`src/sv/hac_pkg.sv`:
```
`default_nettype none

package hac_pkg;

    localparam int ROOT_INDEX  = 512;
    localparam int NODES       = ROOT_INDEX + 1;
    localparam int NODE_AW     = $clog2(NODES);
    localparam int IDX_W       = 11;
    localparam int SYM_W       = 8;
    localparam int SYMBOLS     = 1 << SYM_W;
    localparam int WEIGHT_W    = 32;
    localparam int CHUNK_BITS  = 32;
    localparam int CHUNK_EFF   = (CHUNK_BITS > 32) ? 32 : CHUNK_BITS;
    localparam int MAX_RESULTS = 9;
    localparam int BUF_BITS    = CHUNK_EFF * MAX_RESULTS;
    localparam int LEN_W       = $clog2(NODES + SYM_W + 1);
    localparam int REM_W       = $clog2(BUF_BITS + 1);
    localparam int GUARD_MAX   = 2 * NODES;
    localparam int GUARD_W     = $clog2(GUARD_MAX + 1);
    localparam int CNT_W       = 4;

    localparam logic [IDX_W-1:0] NONE_IDX = '1;
    localparam logic [WEIGHT_W-1:0] WEIGHT_MAX = '1;

    typedef struct packed {
        logic [SYM_W-1:0] symbol;
        logic             code_bit;
    } item_t;

    typedef struct packed {
        logic [31:0]      code_bits;
        logic [5:0]       code_len;
        logic [SYM_W-1:0] symbol_out;
        logic             symbol_valid;
        logic             last;
        logic             weight_overflow;
    } result_t;

    typedef struct packed {
        logic [IDX_W-1:0]    left;
        logic [IDX_W-1:0]    right;
        logic [WEIGHT_W-1:0] weight;
        logic [SYM_W-1:0]    symbol;
    } node_body_t;

    localparam node_body_t BODY_EMPTY = '{left: NONE_IDX, right: NONE_IDX,
                                          weight: '0, symbol: '0};

    typedef enum logic [4:0] {
        OP_NONE,
        OP_CLR,
        OP_ACCEPT,
        OP_E_LRD,
        OP_E_LCHK,
        OP_C_RD,
        OP_C_PAR,
        OP_C_BIT,
        OP_E_POST,
        OP_SP_RD,
        OP_SP_W0,
        OP_SP_W1,
        OP_SP_W2,
        OP_R_START,
        OP_R_LATA,
        OP_S_RD,
        OP_S_CHK,
        OP_W1A,
        OP_W1B,
        OP_W2A,
        OP_W2B,
        OP_W3,
        OP_INC,
        OP_R_NEXT,
        OP_FIN,
        OP_D_START,
        OP_D_LRD,
        OP_D_LCHK,
        OP_D_WCHK,
        OP_D_NCHK,
        OP_EMIT_NEXT
    } op_t;

    typedef struct packed {
        logic clr_done;
        logic cfg_mode;
        logic item_mode;
        logic leaf_ok;
        logic pos_ok;
        logic p_ok;
        logic known;
        logic nyt_lt2;
        logic guard_end;
        logic np_end;
        logic w_eq;
        logic swap;
        logic reading;
        logic lit_full;
        logic nx_go;
        logic n_leaf;
        logic emit_last;
    } status_t;

    function automatic logic idx_ok(input logic [IDX_W-1:0] i);
        return i < IDX_W'(NODES);
    endfunction

    function automatic logic body_is_leaf(input node_body_t b);
        return (b.left == NONE_IDX) && (b.right == NONE_IDX);
    endfunction

endpackage

`default_nettype wire

```
`src/sv/hac_ctrl.sv`:
```
`default_nettype none

module hac_ctrl
    import hac_pkg::*;
(
    input  wire logic    clk,
    input  wire logic    rst_n,
    input  wire logic    item_valid,
    input  wire logic    result_stall,
    input  wire status_t status,
    output op_t          op,
    output logic         item_stall,
    output logic         result_valid
);

    typedef enum logic [31:0] {
        S_CLR     = 32'h0000_0001,
        S_IDLE    = 32'h0000_0002,
        S_E_LRD   = 32'h0000_0004,
        S_E_LCHK  = 32'h0000_0008,
        S_C_RD    = 32'h0000_0010,
        S_C_PAR   = 32'h0000_0020,
        S_C_BIT   = 32'h0000_0040,
        S_E_POST  = 32'h0000_0080,
        S_SP_RD   = 32'h0000_0100,
        S_SP_W0   = 32'h0000_0200,
        S_SP_W1   = 32'h0000_0400,
        S_SP_W2   = 32'h0000_0800,
        S_R_START = 32'h0000_1000,
        S_R_LATA  = 32'h0000_2000,
        S_S_RD    = 32'h0000_4000,
        S_S_CHK   = 32'h0000_8000,
        S_S_END   = 32'h0001_0000,
        S_W1A     = 32'h0002_0000,
        S_W1B     = 32'h0004_0000,
        S_W2A     = 32'h0008_0000,
        S_W2B     = 32'h0010_0000,
        S_W3      = 32'h0020_0000,
        S_INC     = 32'h0040_0000,
        S_R_NEXT  = 32'h0080_0000,
        S_FIN     = 32'h0100_0000,
        S_D_START = 32'h0200_0000,
        S_D_LRD   = 32'h0400_0000,
        S_D_LCHK  = 32'h0800_0000,
        S_D_WCHK  = 32'h1000_0000,
        S_D_NCHK  = 32'h2000_0000,
        S_OUT     = 32'h4000_0000,
        S_EMIT    = 32'h8000_0000
    } state_t;

    state_t state_reg, state_next;

    always_comb
    begin
        state_next = state_reg;
        op         = OP_NONE;
        unique case (state_reg)
            S_CLR:
            begin
                op = OP_CLR;
                if (status.clr_done)
                begin
                    state_next = S_IDLE;
                end
            end
            S_IDLE:
            begin
                if (item_valid)
                begin
                    op         = OP_ACCEPT;
                    state_next = status.cfg_mode ? S_D_START : S_E_LRD;
                end
            end
            S_E_LRD:
            begin
                op         = OP_E_LRD;
                state_next = S_E_LCHK;
            end
            S_E_LCHK:
            begin
                op         = OP_E_LCHK;
                state_next = S_C_RD;
            end
            S_C_RD:
            begin
                op         = OP_C_RD;
                state_next = status.pos_ok ? S_C_PAR : S_E_POST;
            end
            S_C_PAR:
            begin
                op         = OP_C_PAR;
                state_next = status.p_ok ? S_C_BIT : S_E_POST;
            end
            S_C_BIT:
            begin
                op         = OP_C_BIT;
                state_next = S_C_RD;
            end
            S_E_POST:
            begin
                op         = OP_E_POST;
                state_next = status.known ? S_R_START : S_SP_RD;
            end
            S_SP_RD:
            begin
                op         = OP_SP_RD;
                state_next = status.nyt_lt2 ? S_FIN : S_SP_W0;
            end
            S_SP_W0:
            begin
                op         = OP_SP_W0;
                state_next = S_SP_W1;
            end
            S_SP_W1:
            begin
                op         = OP_SP_W1;
                state_next = S_SP_W2;
            end
            S_SP_W2:
            begin
                op         = OP_SP_W2;
                state_next = S_R_START;
            end
            S_R_START:
            begin
                op         = OP_R_START;
                state_next = (!status.pos_ok || status.guard_end) ? S_FIN : S_R_LATA;
            end
            S_R_LATA:
            begin
                op         = OP_R_LATA;
                state_next = S_S_RD;
            end
            S_S_RD:
            begin
                op         = OP_S_RD;
                state_next = status.np_end ? S_S_END : S_S_CHK;
            end
            S_S_CHK:
            begin
                op         = OP_S_CHK;
                state_next = status.w_eq ? S_S_RD : S_S_END;
            end
            S_S_END:
            begin
                state_next = status.swap ? S_W1A : S_INC;
            end
            S_W1A:
            begin
                op         = OP_W1A;
                state_next = S_W1B;
            end
            S_W1B:
            begin
                op         = OP_W1B;
                state_next = S_W2A;
            end
            S_W2A:
            begin
                op         = OP_W2A;
                state_next = S_W2B;
            end
            S_W2B:
            begin
                op         = OP_W2B;
                state_next = S_W3;
            end
            S_W3:
            begin
                op         = OP_W3;
                state_next = S_INC;
            end
            S_INC:
            begin
                op         = OP_INC;
                state_next = S_R_NEXT;
            end
            S_R_NEXT:
            begin
                op         = OP_R_NEXT;
                state_next = S_R_START;
            end
            S_FIN:
            begin
                op         = OP_FIN;
                state_next = status.item_mode ? S_OUT : S_EMIT;
            end
            S_D_START:
            begin
                op = OP_D_START;
                if (status.reading)
                begin
                    state_next = status.lit_full ? S_D_LRD : S_OUT;
                end
                else
                begin
                    state_next = S_D_WCHK;
                end
            end
            S_D_LRD:
            begin
                op         = OP_D_LRD;
                state_next = S_D_LCHK;
            end
            S_D_LCHK:
            begin
                op         = OP_D_LCHK;
                state_next = status.leaf_ok ? S_R_START : S_SP_RD;
            end
            S_D_WCHK:
            begin
                op         = OP_D_WCHK;
                state_next = status.nx_go ? S_D_NCHK : S_OUT;
            end
            S_D_NCHK:
            begin
                op         = OP_D_NCHK;
                state_next = status.n_leaf ? S_R_START : S_OUT;
            end
            S_OUT:
            begin
                if (!result_stall)
                begin
                    state_next = S_IDLE;
                end
            end
            S_EMIT:
            begin
                if (!result_stall)
                begin
                    op         = OP_EMIT_NEXT;
                    state_next = status.emit_last ? S_IDLE : S_EMIT;
                end
            end
            default:
            begin
                state_next = S_IDLE;
            end
        endcase
    end

    always_ff @(posedge clk or negedge rst_n)
    begin
        if (!rst_n)
        begin
            state_reg <= S_CLR;
        end
        else
        begin
            state_reg <= state_next;
        end
    end

    assign item_stall   = state_reg != S_IDLE;
    assign result_valid = (state_reg == S_OUT) || (state_reg == S_EMIT);

endmodule

`default_nettype wire

```
`config.mk`:
```
export PLATFORM = sky130hd
export DESIGN_NAME = hac_ctrl
export DESIGN_NICKNAME = d
export VERILOG_FILES = /design/src/sv/hac_pkg.sv /design/src/sv/hac_ctrl.sv
export SDC_FILE = /design/constraint.sdc
export NUM_CORES = 1
export LEC_CHECK = 0
export BUFFER_PORTS_ARGS = -buffer_cell sky130_fd_sc_hd__buf_2
export CORE_MARGIN = 2
export CORE_UTILIZATION = 45
export DETAILED_ROUTE_END_ITERATION = 8
export PLACE_DENSITY = 0.66
export SLEW_MARGIN = 5
export SYNTH_ARGS = -nofsm -noshare
export SYNTH_HDL_FRONTEND = slang
export SYNTH_SLANG_ARGS = --single-unit
```
`constraint.sdc`:
```
create_clock -name clk -period 3.65 [get_ports clk]
set_input_delay 0.365 -clock clk [delete_from_list [all_inputs] [get_ports clk]]
set_output_delay 0.365 -clock clk [all_outputs]
set_load 0.02 [all_outputs]
```
* Word-level counts from Yosys, hierarchy flattened
Index checks and enable logic that the tools add are counted.
** Word-level totals
- Flip-flop bits (word level) :: 32
- Input bits :: 21
- Word-level logic and storage cells :: 68
** Operators by class
- Equal/unequal tests :: 37
- Muxes and demuxes :: 24
- Reduce and logical (&&, ||, !) cells :: 6
** Operators with widths (count)
- $pmux 32 s30 :: 1
- $mux 32 :: 6
- $pmux 5 s30 :: 1
- $mux 31 :: 4
- $mux 25 :: 2
- $mux 17 :: 2
- $eq 32x1->1 const B :: 1
- $eq 32x10->1 const B :: 1
- $eq 32x11->1 const B :: 1
- $eq 32x12->1 const B :: 1
- $eq 32x13->1 const B :: 1
- $eq 32x14->1 const B :: 1
- $eq 32x15->1 const B :: 1
- $eq 32x16->1 const B :: 1
- $eq 32x17->1 const B :: 1
- $eq 32x18->1 const B :: 1
- $eq 32x19->1 const B :: 1
- $eq 32x2->1 const B :: 1
- $eq 32x20->1 const B :: 1
- $eq 32x21->1 const B :: 1
- $eq 32x22->1 const B :: 1
- $eq 32x23->1 const B :: 1
- $eq 32x24->1 const B :: 1
- $eq 32x25->1 const B :: 1
- 26 further kinds :: 33

* Logic depth before layout (Yosys ltp)
Gate-level depths: netlist (run 1).
- Word-level depth :: 4
- Gate-level depth with buffers :: 9
- Gate-level depth less buffers :: 7

* Worst setup path after synthesis (run 1)
OpenSTA, ideal clock, no wires.
- Path type :: reg-to-output
- Start point :: register state_reg[24]
- End point :: output op[0]
- Arrival :: 2.254 ns
- Slack :: 1.031 ns
- Stages on the path, launching flop included :: 8
- Buffers on the path :: 0
- Cells stage by stage :: dfrtp_1 nor4_4 nand4_4 or3_4 or4_4 nand2_1 nor3_1 nand4_1
** On the way
- Word-level cells in the longest chain between the ends :: 2
- Elaborated cells between the ends (all ways) :: 31
- Those cells by class :: eq/ne: 30; mux: 1
** RTL lines
- start, declared :: line hac_ctrl.sv:51 : state_t state_reg, state_next;
- start signal, assigned :: line hac_ctrl.sv:250 : state_reg <= state_next;
- $eq 32x32->1, or another cell as far along :: line hac_ctrl.sv:57 : unique case (state_reg)
- $pmux 5 s30 * :: line hac_ctrl.sv:57
- end, declared :: line hac_ctrl.sv:11 : output op_t op,
Every way passes the cells marked *; elsewhere a longest branch is shown, timed or not.

* Final worst setup path (run 1)
- Start point :: register state_reg[13]
- End point :: output op[0]
Same word-level chain as after synthesis.

==> results of run 1 <==
-- power by group through the flow --
stage / Clock (W) / Sequential, W / Combinational (W)
2_1_floorplan: 0 / 0.000392 / 0.000307
3_3_place_gp: 0 / 0.000397 / 0.000401
5_1_grt: 0.000306 / 0.000394 / 0.000477
4_1_cts: 0.000291 / 0.000392 / 0.000405
6_report: 0.000286 / 0.000393 / 0.000433
3_5_place_dp: 0 / 0.000397 / 0.000403
-- metal layers --
metal	track usage, %	up-vias	part of all wire (%)
met5	0	-	0
met4	6.17	0	1.4
met3	3.31	8	7.3
met2	33.4	56	46
met1	30.5	941	45
li1	-	963	-
-- critical path: stages (launching register included) --
cell and delay (ns):
dfrtp_1 0.47, or4_1 0.61, nor4_1 0.54, nand3_1 0.19
nor2_1 0.14, and4bb_2 0.26, a211oi_1 0.08, nand4_1 0.15
buf_2 0.18
-- kinds of logic after synthesis --
logic type / count (synthesis) / synth area share (%)
XOR/XNOR: 9 / 3.70
buffers and inverters: 18 / 3.64
AND/OR/NAND/NOR: 146 / 44.2
multiplexers: 1 / 0.529
AO/OA/AOI/OAI: 30 / 10.3
flip-flops: 32 / 37.7
-- through the flow --
stage                     setup WS (ns)  hold slack, ns  instances  utilization, %  power, W
final                             0.376           0.130        322            52.2   0.00111
after global routing              0.173           0.196        322            52.2   0.00118
after CTS                         0.197           0.158        319            51.8   0.00109
after detailed placement          0.276           0.472        311            49.6  0.000801
after global placement            0.248           0.465        311            49.6  0.000798
after floorplan                    1.03          0.0694        236               -  0.000699
-- synthesized netlist by cell type (all sizes together), types with 2 or more instances --
cell / instances / area, um2
dfrtp: 31 / 776
nor2: 26 / 97.6
nor4: 24 / 225
nand2: 19 / 71.3
nor3: 17 / 90.1
inv: 12 / 45.0
nand3: 7 / 35.0
nand4b: 7 / 61.3
or4: 7 / 57.6
nor3b: 6 / 45.0
o21ai: 6 / 30.0
or3: 6 / 43.8
xnor2: 6 / 52.6
and3: 5 / 31.3
buf: 5 / 27.5
nand4: 5 / 46.3
o22ai: 4 / 25.0
nand2b: 3 / 18.8
nand3b: 3 / 22.5
nor4b: 3 / 26.3
xor2: 3 / 26.3
a2111oi: 2 / 17.5
a211oi: 2 / 15.0
a21oi: 2 / 10.0
nor2b: 2 / 12.5
o211ai: 2 / 15.0
o22a: 2 / 17.5
or3b: 2 / 17.5
-- worst max-delay path by stage --
stage                 end  slack (ns)  cells past startpoint
floorplan           op[0]        1.03                      7
global placement    op[0]        0.25                      8
detailed placement  op[1]        0.28                      8
CTS                 op[1]        0.20                      8
global route        op[1]        0.17                      7
finish              op[0]        0.38                      8
-- layout make-up --
type	count	area, um2	share of cell area [%]
tap	54	67.6	2.79
sequential	32	802	33.2
timing repair buffer	30	158	6.52
inverter	12	45.0	1.86
clock buffer	6	82.6	3.41
clock inverter	2	10.0	0.414
multi-input combinational	186	1250	51.8
-- what timing repair did --
action	CTS	global route
endpoints found under the setup margin	2	2
pin swaps	1	1
gates resized for setup	1	0
setup buffers	0	3
==> out/qor.csv, run 1 <==
stage,metric,value,unit
pwr,p_seq_share,35.3,%
critical_path,r2r_cells,7,
clocking,clock_latency,0.29,ns
synth,synth_warnings,0,
timing,setup_tns,0,ns
clocking,cts_root_buffer,clkbuf_8,
timing,worst_slew_margin_rel,43.2,%
cells_and_area,syn_to_final_growth,13.6,%
run,maxCapViolations,0,
synth,synth_nets,257,
clocking,cts.sinks,32,
floorplanning,num_rows,25,
critical_path,rrSetupSlack,1.01,ns
cells_and_area,drive_gt1_share,22.0,%
critical_path,endpoint_kind,output pin,
critical_path,rr_endpoint,state_reg[1],
critical_path,crit_path_start,state_reg[13],
cells_and_area,design_area,2420,um2
status,status,completed,
synth,async_flop_share,100,%
timing,finClkSkew,0.0105,ns
synth,ys_types,54,
pwr,internal_power,0.000689,W
routing,vias,1968,
critical_path,worstPathArrival,2.91,ns
critical_path,crit_fanout,10,
synth,syn_inst,236,
clocking,h-tree-depth,2,
min_path,hold_class,input port to asynchronous set/reset pin,
cells_and_area,final_cell_mix,"dfrtp_1 (31), buf_2 (27), nor2_1 (26)",
grt,grt_first_pass_wirelength,8700,um
floorplanning,pin_count,28,
grt,antenna_found_initial,0,
timing,rsz0062_at_grt,false,
synth,synth_edf_count,0,
pwr,pwr-share-comb,39.0,%
floorplanning,die-area,5300,um2
routing,drc,0,
critical_path,worstPathRequired,3.28,ns
pwr,p_clk_share,25.7,%
floorplanning,core_area,4630,um2
pwr,power_leakage,1.15,nW
timing,fmax,305,MHz
critical_path,crit_type,register to output pin,
pwr,vdd_drop_max,0.281,mV
clocking,cts_tree,built,
clocking,cts_buffers,5,
routing,drt-vias-per-instance,6.11,
timing,worst_pin_slew,0.830,ns
floorplanning,die_h,72.8,um
grt,grt_usage,21.3,%
clocking,clockBufferDepth,2,
grt,grt_overflow,0,
timing,maxSlewViolCount,0,
routing,postRouteAntennaNets,0,
synth,seq_area_frac_synth,37.7,%
clocking,clk_pin_slew,0.07,ns
synth,syn_avg_cell_area,9.02,um2
pwr,switching_share,38.0,%
grt,grt_pass1_vias,1781,
synth,synth_ff_type,dfrtp_1,
timing,finalHoldViolCount,0,
cells_and_area,final_nets,288,
routing,wire_per_inst,16.4,um
floorplanning,initial_utilization,46.0,%
placement,hpwl,4070,um
pwr,p_sw,0.000423,W
synth,synth_seq_cells,32,
floorplanning,die_w,72.8,um
cells_and_area,nFillCells,444,
cells_and_area,diodes,0,
synth,syn_area,2130,um2
critical_path,r2r-start,state_reg[13],
timing,fin_crit,3.27,ns
cells_and_area,final_common_cell,dfrtp_1,
timing,setup_viol,0,
grt,grt_max_degree,33,
placement,placed_cell_area,2300,um2
placement,gp_congestion,0.892,
placement,portBuffers,27,
timing,post-route-period-util,89.7,%
pwr,power-per-cell-area,460,nW/um2
critical_path,crit_path_start_kind,register,
routing,dr.first_iter.drc_count,157,
cells_and_area,largest_reg_flops,32,
routing,dr.pass1.iters,4,
clocking,hold_buffers,0,
routing,drt_wl_total,5290,um
Note: power is estimated with default switching activity, not from simulation.
==> run 2: changes to the inputs <==
CORE_UTILIZATION = 46   (was 45)
PLACE_DENSITY = 0.67   (was 0.66)
==> run 2 against run 1 <==
Effect of this change:
- total power is 3.6% lower
- first-iteration DRC count down 2.5%
- non-clock buffer count shrank 1
- critical endpoint unchanged
- largest power group unchanged
==> out/qor.csv, run 2 (synthesis results as in run 1) <==
stage,metric,value,unit
status,status,completed,
timing,setup_viol,0,
routing,wl_met1,2470,um
timing,worst_slew_margin_rel,46.2,%
timing,maxSlewViolCount,0,
routing,drt_wl_total,5270,um
cells_and_area,diodes,0,
grt,grt_pass1_vias,1874,
critical_path,crit_fanout,8,
cells_and_area,final_cell_mix,"dfrtp_1 (31), buf_2 (27), nor2_1 (26)",
pwr,switching_share,38.2,%
routing,highest_layer,met4,
grt,grt_first_pass_wirelength,8860,um
critical_path,crit_type,register to output pin,
cells_and_area,final_common_cell,dfrtp_1,
grt,grt_max_degree,33,
pwr,internal_power,0.000662,W
placement,preCtsSetupSlack,0.301,ns
timing,fin_ws,0.388,ns
routing,vias,1940,
run,maxCapViolations,0,
cells_and_area,syn_to_final_growth,12.5,%
timing,finClkSkew,0.00951,ns
pwr,vdd_drop_max,0.262,mV
timing,rsz0062_at_grt,false,
routing,route.met3.wl,206,um
critical_path,crit_path_start_kind,register,
floorplanning,die_w,72.0,um
critical_path,endpoint_kind,output pin,
clocking,cts_buffers,5,
cells_and_area,final_nets,287,
routing,wire_per_inst,16.6,um
floorplanning,num_rows,24,
critical_path,r2r_cells,8,
clocking,cts_tree,built,
cells_and_area,drive_gt1_share,21.1,%
clocking,clock_latency,0.29,ns
pwr,power-per-cell-area,448,nW/um2
pwr,p_seq_share,36.6,%
timing,post-route-period-util,89.4,%
pwr,pwr-share-comb,39.7,%
floorplanning,die_h,72.0,um
pwr,power_leakage,1.13,nW
routing,drt-vias-per-instance,6.10,
clocking,clockBufferDepth,2,
timing,worst_pin_slew,0.786,ns
timing,worst_hold_slack,0.134,ns
min_path,hold_class,input port to asynchronous set/reset pin,
floorplanning,die-area,5190,um2
routing,dr.pass1.iters,4,
floorplanning,core_area,4410,um2
placement,hpwl,4150,um
routing,dr.first_iter.drc_count,153,
pwr,p_clk_share,23.8,%
placement,dp.cells,309,
timing,setup_tns,0,ns
floorplanning,initial_utilization,48.2,%
clocking,cts.sinks,32,
cells_and_area,final_util,54.2,%
clocking,cts_root_buffer,clkbuf_8,
grt,antenna_found_initial,0,
critical_path,worstPathArrival,2.90,ns
clocking,h-tree-depth,2,
placement,gp_congestion,0.901,
routing,drc,0,
routing,postRouteAntennaNets,0,
timing,fin_crit,3.26,ns
timing,fmax,307,MHz
grt,grt_overflow,0,
cells_and_area,fin_cells,318,
clocking,clk_pin_slew,0.07,ns
placement,portBuffers,27,
critical_path,worstPathRequired,3.28,ns
routing,route.met2.wl,2530,um
timing,finalHoldViolCount,0,
cells_and_area,largest_reg_flops,32,
floorplanning,pin_count,28,
pwr,p_sw,0.000409,W
grt,grt_usage,22.3,%
-- run 2: final cells by class --
type,instances,area (um2)
Timing Repair Buffer,29,150
Clock inverter,1,5.00
Tap cell,52,65.1
Fill cell,433,2020
Inverter,12,45.0
Sequential cell,32,802
Multi-Input combinational cell,186,1250
Clock buffer,6,72.6
-- run 2: critical path: stages, from the launching register on --
cell and delay, ns:
dfrtp_1 0.44, nor4_4 0.47, nand2_1 0.26, nor3_2 0.29, nand2_1 0.11, nor3b_1 0.50, a2111oi_0 0.23, nand4_1 0.14
buf_2 0.18
-- run 2: routing by layer --
metal  track usage (%)  vias up
li1                  -      959
met1              29.6      930
met2              37.1       46
met3              4.31        5
met4              6.71        0
met5                 0        -
-- run 2: repair_timing --
item | in CTS | in global routing
setup endpoints to repair | 1 | 2
hold buffers | 0 | 0
resized for setup | 0 | 1
hold endpoints to repair | 0 | 0
pin swaps | 1 | 0
setup buffers | 0 | 2
-- run 2: final timing paths --
| kind | from | to | slack [ns] |
|---|---|---|---|
| worst max-delay path | state_reg[20] | op[0] | 0.39 |
| worst max register to register | state_reg[6] | state_reg[1] | 1.03 |
| min in group clk | status[16] | state_reg[0] | 0.21 |
| max in group asynchronous | rst_n | state_reg[2] | 3.05 |
| worst min-delay path | rst_n | state_reg[22] | 0.13 |
| worst min register to register | state_reg[14] | state_reg[14] | 0.56 |
-- run 2: per-stage QoR --
stage,instance area (um2),power (W)
2_1_floorplan,2130,0.000699
3_3_place_gp,2300,0.000799
3_5_place_dp,2300,0.000799
4_1_cts,2370,0.00106
5_1_grt,2390,0.00115
6_report,2390,0.00107
-- run 2: power groups by stage --
stage / sequential, W / combinational, W / clock (W)
CTS: 0.000391 / 0.000403 / 0.000265
floorplan: 0.000392 / 0.000307 / 0
finish: 0.000392 / 0.000425 / 0.000254
global placement: 0.000397 / 0.000402 / 0
global route: 0.000394 / 0.000476 / 0.000278
detailed placement: 0.000398 / 0.000401 / 0
